$ cat config.mk
export PLATFORM = sky130hd
export DESIGN_NAME = sha256_byte_stream_hasher
export DESIGN_NICKNAME = d
export VERILOG_FILES = /design/src/rtl/sha_pkg.sv /design/src/rtl/sha_ram.sv /design/src/rtl/sha_round.sv /design/src/rtl/sha256_byte_stream_hasher.sv
export VERILOG_INCLUDE_DIRS = /design/src /design/src/rtl
export SDC_FILE = /design/constraint.sdc
export NUM_CORES = 2
export LEC_CHECK = 0
export BUFFER_PORTS_ARGS = -buffer_cell sky130_fd_sc_hd__buf_2
export CAP_MARGIN = 10
export CORE_ASPECT_RATIO = 1.5
export CORE_MARGIN = 5
export CORE_UTILIZATION = 55
export DETAILED_ROUTE_END_ITERATION = 12
export HOLD_SLACK_MARGIN = 0.12
export PLACE_DENSITY = 0.82
export SETUP_SLACK_MARGIN = 0.4
export SYNTH_ARGS = -nofsm -noshare
export SYNTH_HDL_FRONTEND = slang
export SYNTH_SLANG_ARGS = --single-unit
$ cat constraint.sdc
create_clock -name clk_i -period 10 [get_ports clk_i]
set_clock_uncertainty 0.1 [all_clocks]
set_input_delay 2 -clock clk_i [delete_from_list [all_inputs] [get_ports clk_i]]
set_output_delay 2 -clock clk_i [all_outputs]
set_load 0.02 [all_outputs]
$ cat src/rtl/assert_macros.svh
// Assertion macros shared by the SHA-256 hasher RTL.
// No dependencies; define NO_ASSERTIONS to compile the checks away.
`ifndef ASSERT_MACROS_SVH
`define ASSERT_MACROS_SVH
`ifndef NO_ASSERTIONS
// Check a property on every clock edge outside reset
`define SHA_ASSERT(name, clk, rst_n, prop) \
  name: assert property (@(posedge clk) disable iff (!rst_n) (prop)) \
    else $error("sha assertion failed");
// Check that a condition is followed in the next cycle by another
`define SHA_ASSERT_NEXT(name, clk, rst_n, ante, cons) \
  name: assert property (@(posedge clk) disable iff (!rst_n) (ante) |=> (cons)) \
    else $error("sha assertion failed");
`else
`define SHA_ASSERT(name, clk, rst_n, prop)
`define SHA_ASSERT_NEXT(name, clk, rst_n, ante, cons)
`endif
`endif

$ cat src/rtl/sha_pkg.sv
// Shared types, constants and round functions of the SHA-256 hasher.
// No dependencies; imported by the round datapath and the top level.
package sha_pkg;

  localparam int unsigned NumRounds = 64;
  localparam int unsigned NumChain  = 8;
  localparam int unsigned NumSched  = 16;

  localparam logic [7:0] PadByte = 8'h80;
  localparam logic [5:0] LenStart = 6'd56;
  localparam logic [5:0] LastByte = 6'd63;

  // Round constants
  localparam logic [31:0] SHA_K [NumRounds] = '{
    32'h428a2f98, 32'h71374491, 32'hb5c0fbcf, 32'he9b5dba5, 32'h3956c25b,
    32'h59f111f1, 32'h923f82a4, 32'hab1c5ed5, 32'hd807aa98, 32'h12835b01,
    32'h243185be, 32'h550c7dc3, 32'h72be5d74, 32'h80deb1fe, 32'h9bdc06a7,
    32'hc19bf174, 32'he49b69c1, 32'hefbe4786, 32'h0fc19dc6, 32'h240ca1cc,
    32'h2de92c6f, 32'h4a7484aa, 32'h5cb0a9dc, 32'h76f988da, 32'h983e5152,
    32'ha831c66d, 32'hb00327c8, 32'hbf597fc7, 32'hc6e00bf3, 32'hd5a79147,
    32'h06ca6351, 32'h14292967, 32'h27b70a85, 32'h2e1b2138, 32'h4d2c6dfc,
    32'h53380d13, 32'h650a7354, 32'h766a0abb, 32'h81c2c92e, 32'h92722c85,
    32'ha2bfe8a1, 32'ha81a664b, 32'hc24b8b70, 32'hc76c51a3, 32'hd192e819,
    32'hd6990624, 32'hf40e3585, 32'h106aa070, 32'h19a4c116, 32'h1e376c08,
    32'h2748774c, 32'h34b0bcb5, 32'h391c0cb3, 32'h4ed8aa4a, 32'h5b9cca4f,
    32'h682e6ff3, 32'h748f82ee, 32'h78a5636f, 32'h84c87814, 32'h8cc70208,
    32'h90befffa, 32'ha4506ceb, 32'hbef9a3f7, 32'hc67178f2};

  // Initial chaining value
  localparam logic [31:0] SHA_IV [NumChain] = '{
    32'h6a09e667, 32'hbb67ae85, 32'h3c6ef372, 32'ha54ff53a,
    32'h510e527f, 32'h9b05688c, 32'h1f83d9ab, 32'h5be0cd19};

  // Sequencer states
  typedef enum logic [3:0] {
    ST_IDLE,
    ST_PAD,
    ST_LOAD,
    ST_RND_A,
    ST_RND_B,
    ST_RND_W,
    ST_RND_T1,
    ST_RND_UPD,
    ST_FIN,
    ST_EMIT_RD,
    ST_EMIT_LD,
    ST_EMIT_OUT
  } sha_state_e;

  // Strobes from the sequencer to the round datapath
  typedef struct packed {
    logic shift_en;  // shift working vars toward a, new word into h
    logic t1_en;     // register t1 of the current round
    logic upd_en;    // apply the round update
  } sha_rnd_ctrl_t;

  function automatic logic [31:0] ror32(input logic [31:0] x, input int unsigned n);
    return (x >> n) | (x << (32 - n));
  endfunction

  function automatic logic [31:0] ssig0(input logic [31:0] x);
    return ror32(x, 7) ^ ror32(x, 18) ^ (x >> 3);
  endfunction

  function automatic logic [31:0] ssig1(input logic [31:0] x);
    return ror32(x, 17) ^ ror32(x, 19) ^ (x >> 10);
  endfunction

  function automatic logic [31:0] bsig0(input logic [31:0] x);
    return ror32(x, 2) ^ ror32(x, 13) ^ ror32(x, 22);
  endfunction

  function automatic logic [31:0] bsig1(input logic [31:0] x);
    return ror32(x, 6) ^ ror32(x, 11) ^ ror32(x, 25);
  endfunction

endpackage

$ cat src/rtl/sha_ram.sv
// Generic single-port-write, single-port-read RAM with registered read data.
// No dependencies.
module sha_ram #(
  parameter int unsigned WIDTH = 32,
  parameter int unsigned DEPTH = 16
) (
  input  logic                     clk_i,
  input  logic                     we_i,
  input  logic [$clog2(DEPTH)-1:0] waddr_i,
  input  logic [WIDTH-1:0]         wdata_i,
  input  logic [$clog2(DEPTH)-1:0] raddr_i,
  output logic [WIDTH-1:0]         rdata_o
);

  logic [WIDTH-1:0] mem_q [DEPTH];
  logic [WIDTH-1:0] rdata_q;

  // Write and registered read
  always_ff @(posedge clk_i) begin
    if (we_i) begin
      mem_q[waddr_i] <= wdata_i;
    end
    rdata_q <= mem_q[raddr_i];
  end

  assign rdata_o = rdata_q;

endmodule

$ cat src/rtl/sha_round.sv
// SHA-256 working variables a..h and the round arithmetic.
// Depends on sha_pkg for the strobe struct and the sigma functions.
module sha_round import sha_pkg::*; (
  input  logic          clk_i,
  input  sha_rnd_ctrl_t ctrl_i,
  input  logic [31:0]   shift_word_i,  // word entering at h on a shift
  input  logic [31:0]   k_word_i,      // round constant
  input  logic [31:0]   w_word_i,      // schedule word of the round
  output logic [31:0]   v0_word_o      // variable a, leaves first on a shift
);

  logic [31:0] v_q [NumChain];
  logic [31:0] t1_q;
  logic [31:0] ch;
  logic [31:0] maj;

  assign ch  = (v_q[4] & v_q[5]) ^ (~v_q[4] & v_q[6]);
  assign maj = (v_q[0] & v_q[1]) ^ (v_q[0] & v_q[2]) ^ (v_q[1] & v_q[2]);

  // Shift in or out, or advance one round
  always_ff @(posedge clk_i) begin
    if (ctrl_i.shift_en) begin
      for (int j = 0; j < NumChain - 1; j++) begin
        v_q[j] <= v_q[j+1];
      end
      v_q[NumChain-1] <= shift_word_i;
    end else if (ctrl_i.upd_en) begin
      v_q[0] <= t1_q + bsig0(v_q[0]) + maj;
      v_q[1] <= v_q[0];
      v_q[2] <= v_q[1];
      v_q[3] <= v_q[2];
      v_q[4] <= v_q[3] + t1_q;
      v_q[5] <= v_q[4];
      v_q[6] <= v_q[5];
      v_q[7] <= v_q[6];
    end
    if (ctrl_i.t1_en) begin
      t1_q <= v_q[7] + bsig1(v_q[4]) + ch + k_word_i + w_word_i;
    end
  end

  assign v0_word_o = v_q[0];

endmodule

$ cat src/rtl/sha256_byte_stream_hasher.sv
// SHA-256 byte stream hasher: absorbs one byte per word, emits eight digest words.
// An absorb byte is packed into the schedule RAM; a byte that fills a block starts a
// compression: chain load, 64 rounds (read, schedule word from round 16 on, t1, update), chain update.
// Finish: padding pushes one byte per cycle, one or two compressions follow, then
// each digest word is read from the chain, registered and held until the sink takes it.
// Reset (rst_ni, async, low): control clears at once, chain reads as the initial value.
`include "assert_macros.svh"
module sha256_byte_stream_hasher import sha_pkg::*; (
  input  logic        clk_i,
  input  logic        rst_ni,
  input  logic        s_axis_tvalid_i,
  output logic        s_axis_tready_o,
  input  logic [7:0]  s_axis_tdata_i,   // [7:0] data_byte
  input  logic        s_axis_tuser_i,   // [0] command (0 absorb, 1 finish)
  output logic        m_axis_tvalid_o,
  input  logic        m_axis_tready_i,
  output logic [39:0] m_axis_tdata_o,   // [31:0] digest_word, [34:32] word_index, zero pad
  output logic        m_axis_tlast_o    // last_word
);

  sha_state_e    state_q, state_d;
  sha_rnd_ctrl_t rctl;

  logic [5:0]  fill_q;
  logic [23:0] pack_q;
  logic [60:0] msg_bytes_q;
  logic        fin_mode_q, sent80_q, len_mode_q;
  logic [3:0]  cnt_q;
  logic [5:0]  rnd_q;
  logic [7:0]  chain_valid_q;
  logic [2:0]  chain_ra_q;
  logic [2:0]  emit_idx_q;
  logic        out_valid_q;
  logic [31:0] out_word_q;
  logic [31:0] x16_q, x15_q, w_q;

  logic        s_fire, m_fire, s_ready;
  logic        push_en;
  logic [7:0]  push_data, pad_byte;
  logic [63:0] len_sh;
  logic        sched_we;
  logic [3:0]  sched_wa, sched_ra_a, sched_ra_b;
  logic [31:0] sched_wd, sched_rd_a, sched_rd_b;
  logic        chain_we;
  logic [2:0]  chain_ra, chain_wa;
  logic [31:0] chain_rdata, chain_rd, chain_wd;
  logic [31:0] v0_word;

  assign s_fire = s_axis_tvalid_i && s_ready;
  assign m_fire = out_valid_q && m_axis_tready_i;

  // Padding byte: 0x80, then zeros, then the big-endian bit length at 56..63
  assign len_sh   = {msg_bytes_q, 3'b000} >> {~fill_q[2:0], 3'b000};
  assign pad_byte = !sent80_q ? PadByte :
                    (len_mode_q || fill_q == LenStart) ? len_sh[7:0] : 8'h00;

  // Chain entries not yet written read as the initial value
  assign chain_rd = chain_valid_q[chain_ra_q] ? chain_rdata : SHA_IV[chain_ra_q];
  assign chain_wa = 3'(cnt_q - 4'd1);
  assign chain_wd = chain_rd + v0_word;

  // Schedule write: packed message word on a push, or the round word
  assign sched_we = (push_en && fill_q[1:0] == 2'd3) || state_q == ST_RND_T1;
  assign sched_wa = (state_q == ST_RND_T1) ? rnd_q[3:0] : fill_q[5:2];
  assign sched_wd = (state_q == ST_RND_T1) ? w_q : {pack_q, push_data};

  // State register
  always_ff @(posedge clk_i or negedge rst_ni) begin
    if (!rst_ni) begin
      state_q <= ST_IDLE;
    end else begin
      state_q <= state_d;
    end
  end

  // Next state and strobes
  always_comb begin
    state_d    = state_q;
    s_ready    = 1'b0;
    push_en    = 1'b0;
    push_data  = s_axis_tdata_i;
    rctl       = '0;
    sched_ra_a = rnd_q[3:0];
    sched_ra_b = rnd_q[3:0] + 4'd1;
    chain_ra   = cnt_q[2:0];
    chain_we   = 1'b0;
    unique case (state_q)
      ST_IDLE: begin
        s_ready = 1'b1;
        if (s_fire) begin
          if (s_axis_tuser_i) begin
            state_d = ST_PAD;
          end else begin
            push_en = 1'b1;
            if (fill_q == LastByte) state_d = ST_LOAD;
          end
        end
      end
      ST_PAD: begin
        push_en   = 1'b1;
        push_data = pad_byte;
        if (fill_q == LastByte) state_d = ST_LOAD;
      end
      ST_LOAD: begin
        rctl.shift_en = (cnt_q != 4'd0);
        if (cnt_q == 4'd8) state_d = ST_RND_A;
      end
      ST_RND_A: begin
        state_d = ST_RND_B;
      end
      ST_RND_B: begin
        sched_ra_a = rnd_q[3:0] + 4'd9;
        sched_ra_b = rnd_q[3:0] + 4'd14;
        state_d    = (rnd_q < 6'd16) ? ST_RND_T1 : ST_RND_W;
      end
      ST_RND_W: begin
        state_d = ST_RND_T1;
      end
      ST_RND_T1: begin
        rctl.t1_en = 1'b1;
        state_d    = ST_RND_UPD;
      end
      ST_RND_UPD: begin
        rctl.upd_en = 1'b1;
        state_d     = (rnd_q == 6'd63) ? ST_FIN : ST_RND_A;
      end
      ST_FIN: begin
        chain_we      = (cnt_q != 4'd0);
        rctl.shift_en = (cnt_q != 4'd0);
        if (cnt_q == 4'd8) begin
          state_d = !fin_mode_q ? ST_IDLE : (len_mode_q ? ST_EMIT_RD : ST_PAD);
        end
      end
      ST_EMIT_RD: begin
        chain_ra = emit_idx_q;
        state_d  = ST_EMIT_LD;
      end
      ST_EMIT_LD: begin
        state_d = ST_EMIT_OUT;
      end
      ST_EMIT_OUT: begin
        if (m_fire) state_d = (emit_idx_q == 3'd7) ? ST_IDLE : ST_EMIT_RD;
      end
      default: state_d = ST_IDLE;
    endcase
  end

  // Control registers
  always_ff @(posedge clk_i or negedge rst_ni) begin
    if (!rst_ni) begin
      fill_q        <= '0;
      msg_bytes_q   <= '0;
      fin_mode_q    <= 1'b0;
      sent80_q      <= 1'b0;
      len_mode_q    <= 1'b0;
      cnt_q         <= '0;
      rnd_q         <= '0;
      chain_valid_q <= '0;
      emit_idx_q    <= '0;
      out_valid_q   <= 1'b0;
    end else begin
      if (push_en) fill_q <= fill_q + 6'd1;
      if (state_q == ST_IDLE && s_fire) begin
        if (s_axis_tuser_i) fin_mode_q <= 1'b1;
        else msg_bytes_q <= msg_bytes_q + 61'd1;
      end
      if (state_q == ST_PAD) begin
        sent80_q <= 1'b1;
        if (sent80_q && fill_q == LenStart) len_mode_q <= 1'b1;
      end
      if (state_q == ST_LOAD || state_q == ST_FIN) begin
        cnt_q <= (cnt_q == 4'd8) ? 4'd0 : cnt_q + 4'd1;
      end
      if (state_q == ST_LOAD) rnd_q <= '0;
      else if (state_q == ST_RND_UPD) rnd_q <= rnd_q + 6'd1;
      if (chain_we) chain_valid_q[chain_wa] <= 1'b1;
      if (state_q == ST_EMIT_LD) out_valid_q <= 1'b1;
      // Drop the word once taken; after the last word return to the start state
      if (state_q == ST_EMIT_OUT && m_fire) begin
        out_valid_q <= 1'b0;
        emit_idx_q  <= emit_idx_q + 3'd1;
        if (emit_idx_q == 3'd7) begin
          msg_bytes_q   <= '0;
          fin_mode_q    <= 1'b0;
          sent80_q      <= 1'b0;
          len_mode_q    <= 1'b0;
          chain_valid_q <= '0;
        end
      end
    end
  end

  // Data registers
  always_ff @(posedge clk_i) begin
    chain_ra_q <= chain_ra;
    if (push_en) pack_q <= {pack_q[15:0], push_data};
    if (state_q == ST_RND_B) begin
      x16_q <= sched_rd_a;
      x15_q <= sched_rd_b;
      if (rnd_q < 6'd16) w_q <= sched_rd_a;
    end
    if (state_q == ST_RND_W) begin
      w_q <= x16_q + ssig0(x15_q) + sched_rd_a + ssig1(sched_rd_b);
    end
    if (state_q == ST_EMIT_LD) out_word_q <= chain_rd;
  end

  // Message block and schedule window, one copy per read port
  sha_ram #(.WIDTH(32), .DEPTH(NumSched)) u_sched_a (
    .clk_i   (clk_i),
    .we_i    (sched_we),
    .waddr_i (sched_wa),
    .wdata_i (sched_wd),
    .raddr_i (sched_ra_a),
    .rdata_o (sched_rd_a)
  );

  sha_ram #(.WIDTH(32), .DEPTH(NumSched)) u_sched_b (
    .clk_i   (clk_i),
    .we_i    (sched_we),
    .waddr_i (sched_wa),
    .wdata_i (sched_wd),
    .raddr_i (sched_ra_b),
    .rdata_o (sched_rd_b)
  );

  // Chaining value
  sha_ram #(.WIDTH(32), .DEPTH(NumChain)) u_chain (
    .clk_i   (clk_i),
    .we_i    (chain_we),
    .waddr_i (chain_wa),
    .wdata_i (chain_wd),
    .raddr_i (chain_ra),
    .rdata_o (chain_rdata)
  );

  sha_round u_round (
    .clk_i        (clk_i),
    .ctrl_i       (rctl),
    .shift_word_i (chain_rd),
    .k_word_i     (SHA_K[rnd_q]),
    .w_word_i     (w_q),
    .v0_word_o    (v0_word)
  );

  assign s_axis_tready_o = s_ready;
  assign m_axis_tvalid_o = out_valid_q;
  assign m_axis_tdata_o  = {5'b00000, emit_idx_q, out_word_q};
  assign m_axis_tlast_o  = (emit_idx_q == 3'd7);

  `SHA_ASSERT(a_ready_no_out, clk_i, rst_ni, s_axis_tready_o |-> !m_axis_tvalid_o)
  `SHA_ASSERT(a_len_after_pad, clk_i, rst_ni, len_mode_q |-> (sent80_q && fin_mode_q))
  `SHA_ASSERT_NEXT(a_full_block, clk_i, rst_ni, push_en && fill_q == LastByte, state_q == ST_LOAD)
  `SHA_ASSERT_NEXT(a_clear_after_digest, clk_i, rst_ni, m_fire && m_axis_tlast_o, chain_valid_q == 8'h00 && fill_q == 6'd0)

endmodule
==> results.md <==
- Outcome: complete, no violations
- Launch point of the worst reg-to-reg path: rnd_q[0]$_DFFE_PN0P_
- GRT overflow: 0
- Sequential-to-total area share from yosys stat: 53.30%
- Antenna Nets Post-Route: 0
- Final WS setup: ~2500 ps
- CTS resizes: 0
- Required time worst endpoint: between 10000 and 15000 ps
- Number of global-route vias before repair: around 53000
- Most used cell, CP: inv_1
- Upper clock frequency limit: roughly 0.13 GHz
- Hold bufs inserted after CTS: 0
- Power density of the placed cells: 140.5 mW/mm^2
- Number of hold violations in the final report: 0
- Endpoint type of the worst setup path: register
- Placed inst area: 0.07850 sq mm
- Commonest register cell after synthesis: edfxtp_1
- CP Launch Type: register
- Sequence of cells on the critical path: inv_1, ha_1, inv_1, nor2_1, nor2_1, mux4_2, a21oi_1, fa_1, inv_1, ha_1, nand4_1, nor3b_1, o31a_1, nor3_1, o311ai_1, a31oi_1, o31ai_2, nand4_1, and4_1
- Top-Level Pins: between 50 and 60
- Area Growth Syn to Fin: 9.043%
- Total iterations of the first detailed-routing run: 6
- Max-slew headroom: between 7 and 8%
- FF+latch count, synth: roughly 1400
- Place WS: 2684 ps
- Die Height: ~470 um
- Mean post-synth cell area: 12.11 sq um
- Slew of the pin with the lowest slew margin: between 1000 and 1500 ps
- Crit Path Class: reg -> reg
- Horizontal die dimension: 314.1 um
- Non-Filler Instances: 8135
- Share of layout cells above drive strength 1: between 10% and 20%
- Launch point of the worst path: rnd_q[0]$_DFFE_PN0P_
- Proportion of netlist area held by the largest area contributor: roughly 48%
- Iteration-0 DRC Markers: 6437
- Number of antenna violations at the first check in global routing: 14
- Max Cap Violations: 0
- GRT Resource Usage Total: between 30% and 40%
- Arrival time at the worst endpoint: a little under 8000 ps
- Setup violation total in the final timing report: 0
- Sink count of the clock tree: roughly 1400
- Port bufs: 50
- Root buffer cell: clkbuf_16
- Async set-reset flop share out of synthesis: 6.842%
- Half-perimeter wire length of the detailed placement result: roughly 150000 um
- Final weighted congestion in routability-driven placement: roughly 1.0
- Starting density of the core: between 50 and 60%
- Capturing element of the worst setup path: u_round.t1_q[31]$_DFFE_PP_
- Area of all placed cells without fillers: roughly 0.083 sq mm
- Critical R2R Capture: u_round.t1_q[31]$_DFFE_PP_
- RSZ-0062 raised after global routing: false
- Worst-path fanout max: 21
- TritonCTS clock tree: done
- Cell depth of the worst flop-to-flop path: 19
- First-pass GRT wire length: 329200 um
- Ratio of final minimum period to clock period: 74.55%
- R2r setup slk: about 2500 ps
- Post-CTS repair timing setup buffer count: 0
- Maximum clock insertion buffer count: 3
- DRC Markers: 0
- Max stage delay on crit path: 970 ps
- Total Power: approximately 12 mW
- Maximum level of the CTS H-tree: 4
- Area leader, netlist: edfxtp_1
- Cts bufs inserted: 134
- Yosys synthesis warning count: 0
- Inst Count DP: 7877
- Per-cell via count in the routed design: approximately 6.4
- Post-DR wirelength/cell: 27.30 um
- Final sum of negative setup slack: 0 ps
- Min-delay worst type: reg -> reg
- Number of core rows: between 150 and 200
- Synthesized area: between 0.07 and 0.08 sq mm
- Sum of routed wire length over all layers: 222100 um
- Clock insertion delay at the later pin of the skew report: 800 ps
- Via count of the routed design: between 50000 and 60000
- Slowest CP cell: dfrtp_1
- Core region area: 0.1379 sq mm
- Final critical-path required period: approximately 7500 ps
- Max IR drop VDD: ~0.00023 V
- Total Die Area: roughly 0.15 sq mm
- Number of enable-type register cells in the synthesized netlist: about 1200
- Clock slew seen by the registers of the worst setup and hold paths: 60 ps
- Count of unique library cells instantiated by Yosys: 94
- Largest cells by area after synthesis: edfxtp_1 (48%), mux4_2 (9.1%), nand2_1 (5.2%)
- Net count, final: between 6000 and 7000
- Fin. max-slew vios: 0
- Number of cells produced by synthesis: around 6300
- Static Leakage: roughly 32 nW
- Pin count of the biggest net entering global routing: 129
[logic make-up (layout without fill, tap and decap cells)]
family                     after synthesis  count (layout)  share of synthesized area (%)
and+or+nand+nor                       1822            1822                          10.28
buffers and inverters                  821             871                          4.204
AOI/OAI and AO/OA                      978             978                          7.929
muxes                                  425             425                          10.79
DFF                                   1403            1403                          53.30
xor gates and xnor gates               455             455                          5.234
adders and majority gates              394             394                          8.254
other                                    1              13                       0.004916
[worst min-delay path by stage]
stage                                              from                   end  slack (ps)  depth (start not counted)
after global placement              pack_q[8]$_DFFE_PP_  pack_q[16]$_DFFE_PP_         330                          0
after CTS                           pack_q[8]$_DFFE_PP_  pack_q[16]$_DFFE_PP_         350                          0
after global routing                pack_q[8]$_DFFE_PP_  pack_q[16]$_DFFE_PP_         370                          0
after detailed placement            pack_q[8]$_DFFE_PP_  pack_q[16]$_DFFE_PP_         330                          0
after floorplan           u_sched_a.rdata_o[11]$_DFF_P_   x16_q[11]$_DFFE_PP_         310                          0
final                               pack_q[8]$_DFFE_PP_  pack_q[16]$_DFFE_PP_         350                          0
[stage by stage]
stage	hold WS (ps)	util, %
final	346.4	60.31
after global routing	367.4	60.30
after CTS	346.2	60.29
after detailed placement	332.0	56.92
after global placement	328.4	56.92
after floorplan	308.2	-
[sequential cells by signal, summed over array words and instances (netlist names), 3 cells and up]
signal and cells:
x15_q 32, u_chain.rdata_o 32, w_q 32, chain_ra_q 3
u_sched_a.rdata_o 32, u_round.t1_q 32, chain_valid_q 8, rnd_q 6
emit_idx_q 3, msg_bytes_q 61, u_sched_b.rdata_o 32, out_word_q 32
x16_q 32, cnt_q 4, pack_q 24, fill_q 6
u_chain.mem_q 256, u_sched_a.mem_q 512, u_round.v_q 256, state_q 4
[critical path: cells and delay by family (launching register included)]
| kind | cells | cell delay [ps] |
|---|---|---|
| AOI/OAI and AO/OA | 5 | 2180 |
| adders and majority gates | 3 | 1340 |
| buffers and inverters | 3 | 640 |
| DFF | 1 | 970 |
| muxes | 1 | 470 |
| and+or+nand+nor | 7 | 1520 |
[Yosys cell counts, types with 27 or more instances]
library cell     n
edfxtp_1      1208
nand2_1       1060
inv_1          466
o21ai_0        321
mux4_2         308
xnor2_1        289
nor2_1         268
clkbuf_1       262
a21oi_1        215
nand3_1        207
fa_1           188
ha_1           188
xor2_1         165
dfxtp_1         99
dfrtp_1         96
mux2_2          95
a21o_1          86
a211oi_1        70
a31oi_1         68
nor3_1          62
and2_1          45
nand4_1         39
o21a_1          38
buf_1           35
buf_2           34
and3_1          29
nand2b_1        27
[cell type report]
class	count	area, sq um
fillers	10260	54730
flip-flops and latches	1403	40670
multi-input cells	4079	32790
clock buffers	173	3686
well taps	1774	2220
inverters	469	1762
repair buffers	153	1080
clock inverters	76	957.2
diodes	8	20.02
[layout by cell type (no fill, tap or decap), drive strengths merged, types with 188 or more instances in the layout]
cell and instances:
xnor2 290, ha 188, nand2 1061, edfxtp 1208, mux4 308, a21oi 215, fa 188, nand3 207
inv 476, nor2 269, o21ai 326
[per-layer routing]
| metal | part of all wire (%) | track usage (%) | wire length [um] | up-vias |
|---|---|---|---|---|
| li1 | - | - | - | 22510 |
| met3 | 7.5 | 5.209 | 16660 | 916 |
| met5 | 0.046 | 0 | 103 | - |
| met1 | 32 | 32.93 | 72150 | 25740 |
| met4 | 9.8 | 23.22 | 21790 | 18 |
| met2 | 50 | 51.71 | 111400 | 3004 |
[power by group]
part           internal [mW]  switching, mW  leakage (nW)  total (mW)
logic                0.00287         0.0155          16.4      0.0184
registers               6.26              0          13.1        6.26
clock network           3.06           2.34          2.27        5.40
total                   9.33           2.36          31.7        11.7
No activity file was read; power rests on OpenSTA's default activity.
